**src/hdl/lbcm_pkg.sv**
```systemverilog
// Package for the LRU buffer cache manager: request, command and status codes,
// request and result payload types. No dependencies.
`default_nettype none
package lbcm_pkg;
   localparam logic [2:0] REQ_GET_NORMAL   = 3'd0;
   localparam logic [2:0] REQ_GET_NOREAD   = 3'd1;
   localparam logic [2:0] REQ_GET_PREFETCH = 3'd2;
   localparam logic [2:0] REQ_RELEASE      = 3'd3;
   localparam logic [2:0] REQ_MARK_DIRTY   = 3'd4;
   localparam logic [2:0] REQ_FLUSH        = 3'd5;
   localparam logic [2:0] REQ_INVALIDATE   = 3'd6;

   localparam logic [1:0] CMD_NONE  = 2'd0;
   localparam logic [1:0] CMD_READ  = 2'd1;
   localparam logic [1:0] CMD_WRITE = 2'd2;

   localparam logic [1:0] ST_OK        = 2'd0;
   localparam logic [1:0] ST_ALL_USED  = 2'd1;
   localparam logic [1:0] ST_BAD_REL   = 2'd2;
   localparam logic [1:0] ST_SATURATED = 2'd3;

   localparam logic [31:0] TAG_NONE = 32'hFFFF_FFFF;

   typedef struct packed {
      logic [2:0]  req_type;
      logic [31:0] block_nr;
      logic [3:0]  buffer_index;
   } req_type_t_type;

   typedef struct packed {
      logic [3:0]  entry_index;
      logic        hit;
      logic [1:0]  command;
      logic [31:0] command_block;
      logic [3:0]  command_entry;
      logic [1:0]  status;
      logic        last;
   } rsp_type;
endpackage
`default_nettype wire

```
**src/hdl/lbcm_if.sv**
```systemverilog
// Valid/ready channel interface carrying one payload type.
// Depends on nothing; payload type is a type parameter.
`default_nettype none
interface lbcm_if #(parameter type payload_type = logic) (input wire logic clock);
   logic        valid;
   logic        ready;
   payload_type payload;
   modport source (output valid, output payload, input ready);
   modport sink (input valid, input payload, output ready);
endinterface
`default_nettype wire

```
**src/hdl/lbcm_tag_cell.sv**
```systemverilog
// One cache entry cell: tag, valid, dirty, reference count, and a slot of the
// free list that shifts toward its left neighbor. Depends on lbcm_pkg.
`default_nettype none
module lbcm_tag_cell #(
   parameter int IW = 4
) (
   input  wire logic          clock,
   input  wire logic          reset,
   input  wire logic [IW-1:0] self_index,
   // entry state updates
   input  wire logic          ld_en,
   input  wire logic [31:0]   ld_tag,
   input  wire logic          ld_valid,
   input  wire logic          cnt_inc,
   input  wire logic          cnt_dec,
   input  wire logic          dirty_set,
   input  wire logic          dirty_clr,
   input  wire logic          inval,
   input  wire logic [31:0]   lookup_tag,
   output logic               match,
   output logic [31:0]        tag,
   output logic               dirty,
   output logic               valid,
   output logic [7:0]         count,
   // free list slot
   input  wire logic          fl_shift,
   input  wire logic [IW-1:0] fl_right,
   input  wire logic          fl_load,
   input  wire logic [IW-1:0] fl_load_val,
   output logic [IW-1:0]      fl_val
);
   logic [31:0]   tag_ff;
   logic          valid_ff, dirty_ff;
   logic [7:0]    count_ff;
   logic [IW-1:0] fl_ff;

   always_ff @(posedge clock) begin
      if (reset) begin
         tag_ff   <= lbcm_pkg::TAG_NONE;
         valid_ff <= 1'b0;
         dirty_ff <= 1'b0;
         count_ff <= 8'd0;
         fl_ff    <= self_index;
      end else begin
         if (inval) begin
            tag_ff   <= lbcm_pkg::TAG_NONE;
            valid_ff <= 1'b0;
         end else if (ld_en) begin
            tag_ff   <= ld_tag;
            valid_ff <= ld_valid;
         end
         if (ld_en) count_ff <= 8'd1;
         else if (cnt_inc) count_ff <= count_ff + 8'd1;
         else if (cnt_dec) count_ff <= count_ff - 8'd1;
         if (dirty_set) dirty_ff <= 1'b1;
         else if (dirty_clr || ld_en) dirty_ff <= 1'b0;
         if (fl_load) fl_ff <= fl_load_val;
         else if (fl_shift) fl_ff <= fl_right;
      end
   end

   assign match  = valid_ff && (tag_ff == lookup_tag);
   assign tag    = tag_ff;
   assign dirty  = dirty_ff;
   assign valid  = valid_ff;
   assign count  = count_ff;
   assign fl_val = fl_ff;
endmodule
`default_nettype wire

```
**src/hdl/lru_buffer_cache_manager.sv**
```systemverilog
// LRU buffer cache manager: tag and policy state for a pool of buffers.
// Channels: req (sink) carries req_type, block_nr, buffer_index; rsp (source)
// carries one or more result transactions per request, the final one with
// last set. Write-back results (command write) precede the final result.
// A request is accepted only when the block is idle. The cycle after
// acceptance does the parallel lookup; the final state then registers the
// final result in the output register once that register is free. A hit on
// an entry that sat in the free list adds a shift state, in which the free
// list closes the gap in a single shift. Sync, invalidate and a miss whose
// victim is valid and dirty add a flush walk, which scans one entry per cycle
// while no write-back waits on a stalled receiver; write-backs go out during
// the scan. Reset is synchronous: all tags become all ones, counts and flags
// clear, the free list holds entries 0..NUM_ENTRIES-1 in order. When the
// receiver stalls, the result is held in the output register and the walk
// waits.
// Depends on lbcm_pkg, lbcm_if and lbcm_tag_cell.
`default_nettype none
module lru_buffer_cache_manager #(
   parameter int NUM_ENTRIES = 16
) (
   input wire logic clock,
   input wire logic reset,
   lbcm_if.sink     req,
   lbcm_if.source   rsp
);
   localparam int IW = $clog2(NUM_ENTRIES);
   localparam int CW = $clog2(NUM_ENTRIES + 1);
   localparam logic [CW-1:0] FULL = CW'(NUM_ENTRIES);

   localparam logic [2:0] S_IDLE  = 3'd0;
   localparam logic [2:0] S_LOOK  = 3'd1;
   localparam logic [2:0] S_FLUSH = 3'd2;
   localparam logic [2:0] S_SHIFT = 3'd3;
   localparam logic [2:0] S_FINAL = 3'd4;
   localparam logic [2:0] S_OUT   = 3'd5;

   logic [2:0] state_ff, state_in;
   lbcm_pkg::req_type_t_type rq_ff;
   logic [CW-1:0] fc_ff, fc_in;
   logic [IW:0]   scan_ff, scan_in;   // flush walk position
   logic [IW-1:0] grant_ff, grant_in;
   logic          ghit_ff, ghit_in;
   logic [1:0]    gst_ff, gst_in;
   logic          miss_ff, miss_in;
   lbcm_pkg::rsp_type out_ff, out_in;
   logic          ov_ff, ov_in;

   logic [NUM_ENTRIES-1:0] match, dirty, valid;
   logic [31:0]   tags [NUM_ENTRIES];
   logic [7:0]    cnts [NUM_ENTRIES];
   logic [IW-1:0] fl   [NUM_ENTRIES];

   logic [NUM_ENTRIES-1:0] ld_en, c_inc, c_dec, d_set, d_clr, fl_shift, fl_load;
   logic inval;
   logic [IW-1:0] fl_load_val;

   // hit index and free list position (combinational over the row)
   logic          any_hit;
   logic [IW-1:0] hit_idx;
   logic [IW-1:0] pos_idx;
   logic          pos_found;
   logic [IW-1:0] scan_e;
   logic          out_free;

   always_comb begin
      any_hit = 1'b0;
      hit_idx = '0;
      for (int i = 0; i < NUM_ENTRIES; i++)
         if (match[i] && !any_hit) begin
            any_hit = 1'b1;
            hit_idx = IW'(i);
         end
   end

   always_comb begin
      pos_found = 1'b0;
      pos_idx   = '0;
      for (int i = 0; i < NUM_ENTRIES; i++)
         if (!pos_found && (IW+1)'(i) < (IW+1)'(fc_ff) && fl[i] == grant_ff) begin
            pos_found = 1'b1;
            pos_idx   = IW'(i);
         end
   end

   assign scan_e   = scan_ff[IW-1:0];
   assign out_free = !ov_ff || rsp.ready;

   genvar g;
   generate
      for (g = 0; g < NUM_ENTRIES; g++) begin : g_cell
         lbcm_tag_cell #(.IW(IW)) u_cell (
            .clock(clock), .reset(reset), .self_index(IW'(g)),
            .ld_en(ld_en[g]), .ld_tag(rq_ff.block_nr),
            .ld_valid(rq_ff.req_type != lbcm_pkg::REQ_GET_PREFETCH),
            .cnt_inc(c_inc[g]), .cnt_dec(c_dec[g]),
            .dirty_set(d_set[g]), .dirty_clr(d_clr[g]), .inval(inval),
            .lookup_tag(rq_ff.block_nr), .match(match[g]), .tag(tags[g]),
            .dirty(dirty[g]), .valid(valid[g]), .count(cnts[g]),
            .fl_shift(fl_shift[g]),
            .fl_right((g == NUM_ENTRIES-1) ? fl[g] : fl[(g+1) % NUM_ENTRIES]),
            .fl_load(fl_load[g]), .fl_load_val(fl_load_val), .fl_val(fl[g])
         );
      end
   endgenerate

   always_comb begin
      state_in = state_ff; fc_in = fc_ff; scan_in = scan_ff;
      grant_in = grant_ff; ghit_in = ghit_ff; gst_in = gst_ff; miss_in = miss_ff;
      out_in = out_ff; ov_in = ov_ff && !rsp.ready;
      ld_en = '0; c_inc = '0; c_dec = '0; d_set = '0; d_clr = '0;
      fl_shift = '0; fl_load = '0; fl_load_val = '0; inval = 1'b0;
      case (state_ff)
         S_IDLE: begin
            if (req.valid) state_in = S_LOOK;
         end
         S_LOOK: begin
            gst_in = lbcm_pkg::ST_OK; ghit_in = 1'b0; miss_in = 1'b0;
            grant_in = '0; scan_in = '0;
            state_in = S_FINAL;
            if (rq_ff.req_type <= lbcm_pkg::REQ_GET_PREFETCH) begin
               if (any_hit) begin
                  ghit_in = 1'b1; grant_in = hit_idx;
                  if (cnts[hit_idx] == 8'd255) gst_in = lbcm_pkg::ST_SATURATED;
                  else c_inc[hit_idx] = 1'b1;
                  if (cnts[hit_idx] == 8'd0) state_in = S_SHIFT;
               end else if (fc_ff == '0) begin
                  gst_in = lbcm_pkg::ST_ALL_USED;
               end else begin
                  // take the oldest free entry; victim valid and dirty => flush first
                  miss_in = 1'b1;
                  grant_in = fl[0];
                  scan_in = '0;
                  for (int i = 0; i < NUM_ENTRIES - 1; i++) fl_shift[i] = 1'b1;
                  fc_in = fc_ff - CW'(1);
                  if (valid[fl[0]] && dirty[fl[0]]) state_in = S_FLUSH;
               end
            end else if (rq_ff.req_type == lbcm_pkg::REQ_RELEASE) begin
               grant_in = rq_ff.buffer_index[IW-1:0];
               if (32'(rq_ff.buffer_index) >= 32'(NUM_ENTRIES) ||
                   cnts[rq_ff.buffer_index[IW-1:0]] == 8'd0) begin
                  gst_in = lbcm_pkg::ST_BAD_REL;
               end else begin
                  c_dec[rq_ff.buffer_index[IW-1:0]] = 1'b1;
                  if (cnts[rq_ff.buffer_index[IW-1:0]] == 8'd1 && fc_ff < FULL) begin
                     fl_load[fc_ff[IW-1:0]] = 1'b1;
                     fl_load_val = rq_ff.buffer_index[IW-1:0];
                     fc_in = fc_ff + CW'(1);
                  end
               end
            end else if (rq_ff.req_type == lbcm_pkg::REQ_MARK_DIRTY) begin
               if (32'(rq_ff.buffer_index) < 32'(NUM_ENTRIES))
                  d_set[rq_ff.buffer_index[IW-1:0]] = 1'b1;
            end else if (rq_ff.req_type == lbcm_pkg::REQ_FLUSH ||
                         rq_ff.req_type == lbcm_pkg::REQ_INVALIDATE) begin
               state_in = S_FLUSH;
            end
         end
         S_SHIFT: begin
            // remove the hit entry from the middle of the free list
            for (int i = 0; i < NUM_ENTRIES - 1; i++)
               if (IW'(i) >= pos_idx) fl_shift[i] = 1'b1;
            if (pos_found) fc_in = fc_ff - CW'(1);
            state_in = S_FINAL;
         end
         S_FLUSH: begin
            if (dirty[scan_e]) begin
               if (out_free) begin
                  out_in = '{entry_index: miss_ff ? 4'(grant_ff) : 4'd0, hit: 1'b0,
                             command: lbcm_pkg::CMD_WRITE, command_block: tags[scan_e],
                             command_entry: 4'(scan_e), status: lbcm_pkg::ST_OK,
                             last: 1'b0};
                  ov_in = 1'b1;
                  d_clr[scan_e] = 1'b1;
                  scan_in = scan_ff + (IW+1)'(1);
               end
            end else begin
               scan_in = scan_ff + (IW+1)'(1);
            end
            if (scan_in == (IW+1)'(NUM_ENTRIES)) state_in = S_FINAL;
         end
         S_FINAL: begin
            if (out_free) begin
               out_in = '{entry_index: 4'(grant_ff), hit: ghit_ff,
                          command: lbcm_pkg::CMD_NONE, command_block: '0,
                          command_entry: '0, status: gst_ff, last: 1'b1};
               if (rq_ff.req_type == lbcm_pkg::REQ_RELEASE ||
                   rq_ff.req_type == lbcm_pkg::REQ_MARK_DIRTY)
                  out_in.entry_index = rq_ff.buffer_index;
               if (miss_ff) begin
                  ld_en[grant_ff] = 1'b1;
                  if (rq_ff.req_type == lbcm_pkg::REQ_GET_NORMAL) begin
                     out_in.command = lbcm_pkg::CMD_READ;
                     out_in.command_block = rq_ff.block_nr;
                     out_in.command_entry = 4'(grant_ff);
                  end
               end
               if (rq_ff.req_type == lbcm_pkg::REQ_INVALIDATE) inval = 1'b1;
               ov_in = 1'b1;
               state_in = S_OUT;
            end
         end
         S_OUT: begin
            if (!ov_in) state_in = S_IDLE;
         end
         default: state_in = S_IDLE;
      endcase
   end

   always_ff @(posedge clock) begin
      if (reset) begin
         state_ff <= S_IDLE;
         fc_ff    <= FULL;
         ov_ff    <= 1'b0;
         miss_ff  <= 1'b0;
      end else begin
         state_ff <= state_in;
         fc_ff    <= fc_in;
         ov_ff    <= ov_in;
         miss_ff  <= miss_in;
      end
   end

   always_ff @(posedge clock) begin
      if (req.valid && req.ready) rq_ff <= req.payload;
      scan_ff  <= scan_in;
      grant_ff <= grant_in;
      ghit_ff  <= ghit_in;
      gst_ff   <= gst_in;
      out_ff   <= out_in;
   end

   assign req.ready   = (state_ff == S_IDLE);
   assign rsp.valid   = ov_ff;
   assign rsp.payload = out_ff;

   // free count never exceeds the pool
   a_fc_range: assert property (@(posedge clock) disable iff (reset) fc_ff <= FULL)
      else $error("free count out of range");
   // no request accepted while a result is pending
   a_idle_only: assert property (@(posedge clock) disable iff (reset)
      req.ready |-> !ov_ff)
      else $error("accepted while busy");
   // a final result returns to idle once taken
   a_final: assert property (@(posedge clock) disable iff (reset)
      (rsp.valid && rsp.ready && out_ff.last) |=> state_ff == S_IDLE)
      else $error("final result did not end the request");
endmodule
`default_nettype wire

```
**src/flat_wrapper.sv**
```systemverilog
// flat-port wrapper written by rule: the top's interface ports become plain ports
module lru_buffer_cache_manager_flat 
#(
   parameter int NUM_ENTRIES = 16
)
  (clock, reset, req_valid, req_payload, req_ready, rsp_valid, rsp_payload, rsp_ready);
  lbcm_if #(.payload_type(lbcm_pkg::req_type_t_type)) req_i (.clock(clock));
  lbcm_if #(.payload_type(lbcm_pkg::rsp_type)) rsp_i (.clock(clock));
  input wire logic clock;
  input wire logic reset;
  input wire logic [$bits(req_i.valid)-1:0] req_valid;
  input wire logic [$bits(req_i.payload)-1:0] req_payload;
  output wire logic [$bits(req_i.ready)-1:0] req_ready;
  output wire logic [$bits(rsp_i.valid)-1:0] rsp_valid;
  output wire logic [$bits(rsp_i.payload)-1:0] rsp_payload;
  input wire logic [$bits(rsp_i.ready)-1:0] rsp_ready;
  assign req_i.valid = req_valid;
  assign req_i.payload = req_payload;
  assign req_ready = req_i.ready;
  assign rsp_valid = rsp_i.valid;
  assign rsp_payload = rsp_i.payload;
  assign rsp_i.ready = rsp_ready;
  lru_buffer_cache_manager #(.NUM_ENTRIES(NUM_ENTRIES)) u_core (.clock(clock), .reset(reset), .req(req_i), .rsp(rsp_i));
endmodule
```
**config.mk**
```make
export PLATFORM = sky130hd
export DESIGN_NAME = lru_buffer_cache_manager_flat
export DESIGN_NICKNAME = d
export VERILOG_FILES = /design/src/hdl/lbcm_pkg.sv /design/src/hdl/lbcm_if.sv /design/src/hdl/lbcm_tag_cell.sv /design/src/hdl/lru_buffer_cache_manager.sv /design/src/flat_wrapper.sv
export SDC_FILE = /design/constraint.sdc
export NUM_CORES = 2
export LEC_CHECK = 0
export BUFFER_PORTS_ARGS = -buffer_cell sky130_fd_sc_hd__clkbuf_2
export CAP_MARGIN = 20
export CORE_UTILIZATION = 50
export CTS_BUF_LIST = sky130_fd_sc_hd__clkbuf_4
export DETAILED_ROUTE_END_ITERATION = 7
export PLACE_DENSITY = 0.65
export RECOVER_POWER = 25
export SYNTH_ARGS = -nofsm -noshare
export SYNTH_HDL_FRONTEND = slang
export SYNTH_SLANG_ARGS = --single-unit
```
**constraint.sdc**
```tcl
create_clock -name clock -period 7.5 [get_ports clock]
set_clock_uncertainty 0.2 [all_clocks]
set_input_delay 0.375 -clock clock [delete_from_list [all_inputs] [get_ports clock]]
set_output_delay 0.375 -clock clock [all_outputs]
set_load 0.02 [all_outputs]
```
==> results.json <==
{
  "powerDensity_mw_per_mm2": 206,
  "clock_latency_ns": 1.23,
  "syn_area_mm2": 0.0511,
  "maxSlewHeadroom": -1.85,
  "maxCapViolations": 3,
  "num_rows": 116,
  "path_depth": 26,
  "status": "finished with violations",
  "cts_buffer_depth": 3,
  "power_mw": 12.0,
  "via_count": 50175,
  "path_class": "flop to flop",
  "synth_area_leader_cell": "dfxtp_1",
  "synth_cell_types": 101,
  "leakagePower_nw": 24.1,
  "fp.dieW_um": 322,
  "netlist_instances": 5972,
  "hold_class": "input pin to flop",
  "peakVddDrop_mv": 0.191,
  "fmax_ghz": 0.137,
  "synth.most_common_cell": "nand2_1",
  "layout_min_cycle_time_ns": 7.32,
  "core_area_mm2": 0.101,
  "overflow": 0,
  "ant_nets": 0,
  "synth_edf_count": 97,
  "crit_arrival_ns": 8.21,
  "numCtsBuffers": 225,
  "hold_viol": 0,
  "synthTopCellsByArea": "dfxtp_1 (29%), nand2_1 (8.8%), mux4_2 (7.5%), xor2_1 (7.4%), nand3_1 (5.8%)",
  "yosysSeqAreaShare": 0.349,
  "synth_top_area_share": 0.292,
  "routedWlPerCell_um": 28.4,
  "grt_pass1_vias": 46252,
  "cts.sinks": 843,
  "grt.met2_usage": 0.645,
  "io_buffer_count": 90,
  "fin_crit_sh": 0.977,
  "nets": 6506,
  "ys_warn_count": 0,
  "vias_per_cell": 6.36,
  "dieArea_mm2": 0.104,
  "crit_path_end_kind": "flop",
  "gp_congestion": 1.08,
  "initial_utilization": 0.508,
  "post-route-drc-count": 0,
  "met3_usage": 0.0914,
  "syn_to_final_growth_pct": 14.6,
  "dp_hpwl_mm": 163,
  "syn_nets": 6136,
  "cp.required_ns": 8.39,
  "drive_gt1_frac": 0.167,
  "grt_usage": 0.424,
  "synth_common_cells": "nand2_1 (1204), dfxtp_1 (746), nand3_1 (590)",
  "hold_slack_ns": 0.0716,
  "cp_slowest_stage_delay_ns": 0.62,
  "cts_root_buffer": "clkbuf_4",
  "setup_violations": 0,
  "h-tree-depth": 4,
  "grt_max_degree": 195,
  "hold_path_depth": 3,
  "drt_iter0_drc": 6800,
  "cpMaxStageDelayCell": "edfxtp_1",
  "cp-start-kind": "flop",
  "ys_seq_elements": 843,
  "synth_flop_cell": "dfxtp_1",
  "worst_slew_pin_slew_ns": 4.28,
  "drt-total-wl_mm": 224,
  "first_pass_iters": 6,
  "dieHeight_um": 322,
  "final_max_slew_viol_count": 128,
  "grt_pass1_wl_mm": 323,
  "cp_top_family": "simple AND/OR/NAND/NOR gates",
  "reg2reg_depth": 26,
  "io-pin-count": 91,
  "met1_usage": 0.552,
  "path_max_fanout": 15,
  "ys_async_sr_fraction": 0,
  "tritoncts": "built",
  "grt-busiest-layer": "met2",
  "cts.reportedPaths.clkPinSlew_ns": 0.08,
  "worst-path-buf-inv": 4,
  "grt_antenna_before_repair": 13,
  "failed_checks": "max-capacitance violations, max-slew violations",
  "avgSynthCellArea_um2": 8.56
}
[path summary, 6_finish.rpt]
| kind | startpoint | slack, ns | to |
|---|---|---|---|
| setup reg to reg | u_core.rq_ff[30] | 0.18 | u_core.g_cell[0].u_cell.count[7] |
| hold / removal | reset | 0.07 | u_core.g_cell[8].u_cell.count[0] |
| hold reg to reg | u_core.g_cell[15].u_cell.tag[19] | 0.30 | u_core.g_cell[15].u_cell.tag[19] |
| setup / recovery | u_core.rq_ff[30] | 0.18 | u_core.g_cell[0].u_cell.count[7] |
[repair_timing]
| item | in CTS | in global routing |
|---|---|---|
| setup endpoints to repair | 0 | 31 |
| hold endpoints to repair | 231 | 0 |
| setup buffers | 0 | 31 |
| resized for setup | 0 | 16 |
| hold buffers | 84 | 0 |
[state kept, by name (all words and copies together), names as in the netlist, 5 cells and up]
| signal | count |
|---|---|
| u_core.g_cell.u_cell.fl_val | 64 |
| u_core.g_cell.u_cell.valid | 16 |
| u_core.scan_ff | 5 |
| u_core.rq_ff | 39 |
| u_core.g_cell.u_cell.tag | 512 |
| u_core.fc_ff | 5 |
| u_core.g_cell.u_cell.count | 128 |
| u_core.g_cell.u_cell.dirty | 16 |
| u_core.rsp.payload | 46 |
[layout by cell type (no fill, tap or decap), types with 16 or more instances in the layout]
cell type,Yosys,routed
nand2_1,1204,1203
dfxtp_1,746,746
nand3_1,590,585
xor2_1,432,432
buf_4,23,355
clkbuf_4,0,354
xnor2_1,226,225
a21oi_1,217,216
nor2_1,210,203
nor4_1,180,176
mux4_2,170,170
o21ai_0,131,131
nor3_1,112,107
ha_1,105,105
a21o_1,104,104
edfxtp_1,97,97
nand4_1,87,87
o211ai_1,86,86
dlygate4sd3_1,0,84
a211oi_1,78,78
mux2i_1,73,73
nand2b_1,62,62
clkbuf_1,304,54
inv_1,53,53
clkbuf_2,0,49
nor2b_1,43,43
a22o_1,43,43
clkinv_1,2,39
and2_1,33,33
or4_1,33,32
buf_12,0,28
and3_1,27,27
or2_2,27,26
nand4b_1,22,22
nor3b_1,22,22
or3_1,21,21
o21a_1,17,17
a32o_1,17,17
nor4b_1,16,16
fa_1,16,16
[per-layer routing]
metal  vias up  share of wire
met5         -        0.00042
met4        12          0.067
met3       608          0.099
met2      2905           0.44
met1     24370           0.40
li1      22280              -
[cell families (layout without fill, tap and decap cells)]
family,Yosys count,in the layout,share of synthesized area
other,0,3,0
flip-flops,843,843,0.349
adder cells (fa/ha/maj),121,121,0.0320
multiplexers,250,250,0.0907
buffers and inverters,492,1044,0.0436
AO/OA/AOI/OAI,882,882,0.120
AND/OR/NAND/NOR,2726,2726,0.253
XOR/XNOR,658,658,0.113
[area by class of cell]
cell class	count	area (um^2)
Inverter	58	218
Clock buffer	353	2650
Fill cell	9276	42100
Multi-Input combinational cell	4637	31200
Timing Repair Buffer	577	4590
Antenna cell	3	7.51
Clock inverter	56	352
Tap cell	1357	1700
Sequential cell	843	17800
[power by group]
part | internal [mW] | switching, mW | leakage [nW]
Sequential | 4.73 | 0.150 | 6.91
Combinational | 0.889 | 1.90 | 15.4
Clock | 2.19 | 2.19 | 1.79
Total | 7.81 | 4.23 | 24.1
[tightest hold or removal path: stages]
cell	delay, ns
dlygate4sd3_1	0.53
buf_4	0.30
nor2_1	0.16
[through the flow]
step / setup WS (ns) / TNS (ns) / util / cells / cell area (um^2)
floorplan: 0.990 / 0 / - / 5972 / 51100
global placement: -0.0287 / -0.0291 / 0.542 / 7354 / 54500
detailed placement: 0.169 / 0 / 0.542 / 7356 / 54600
CTS: 0.0792 / 0 / 0.580 / 7849 / 58400
global route: -0.00401 / -0.00401 / 0.582 / 7884 / 58600
finish: 0.175 / 0 / 0.582 / 7884 / 58600
(Power assumes the default switching activity.)
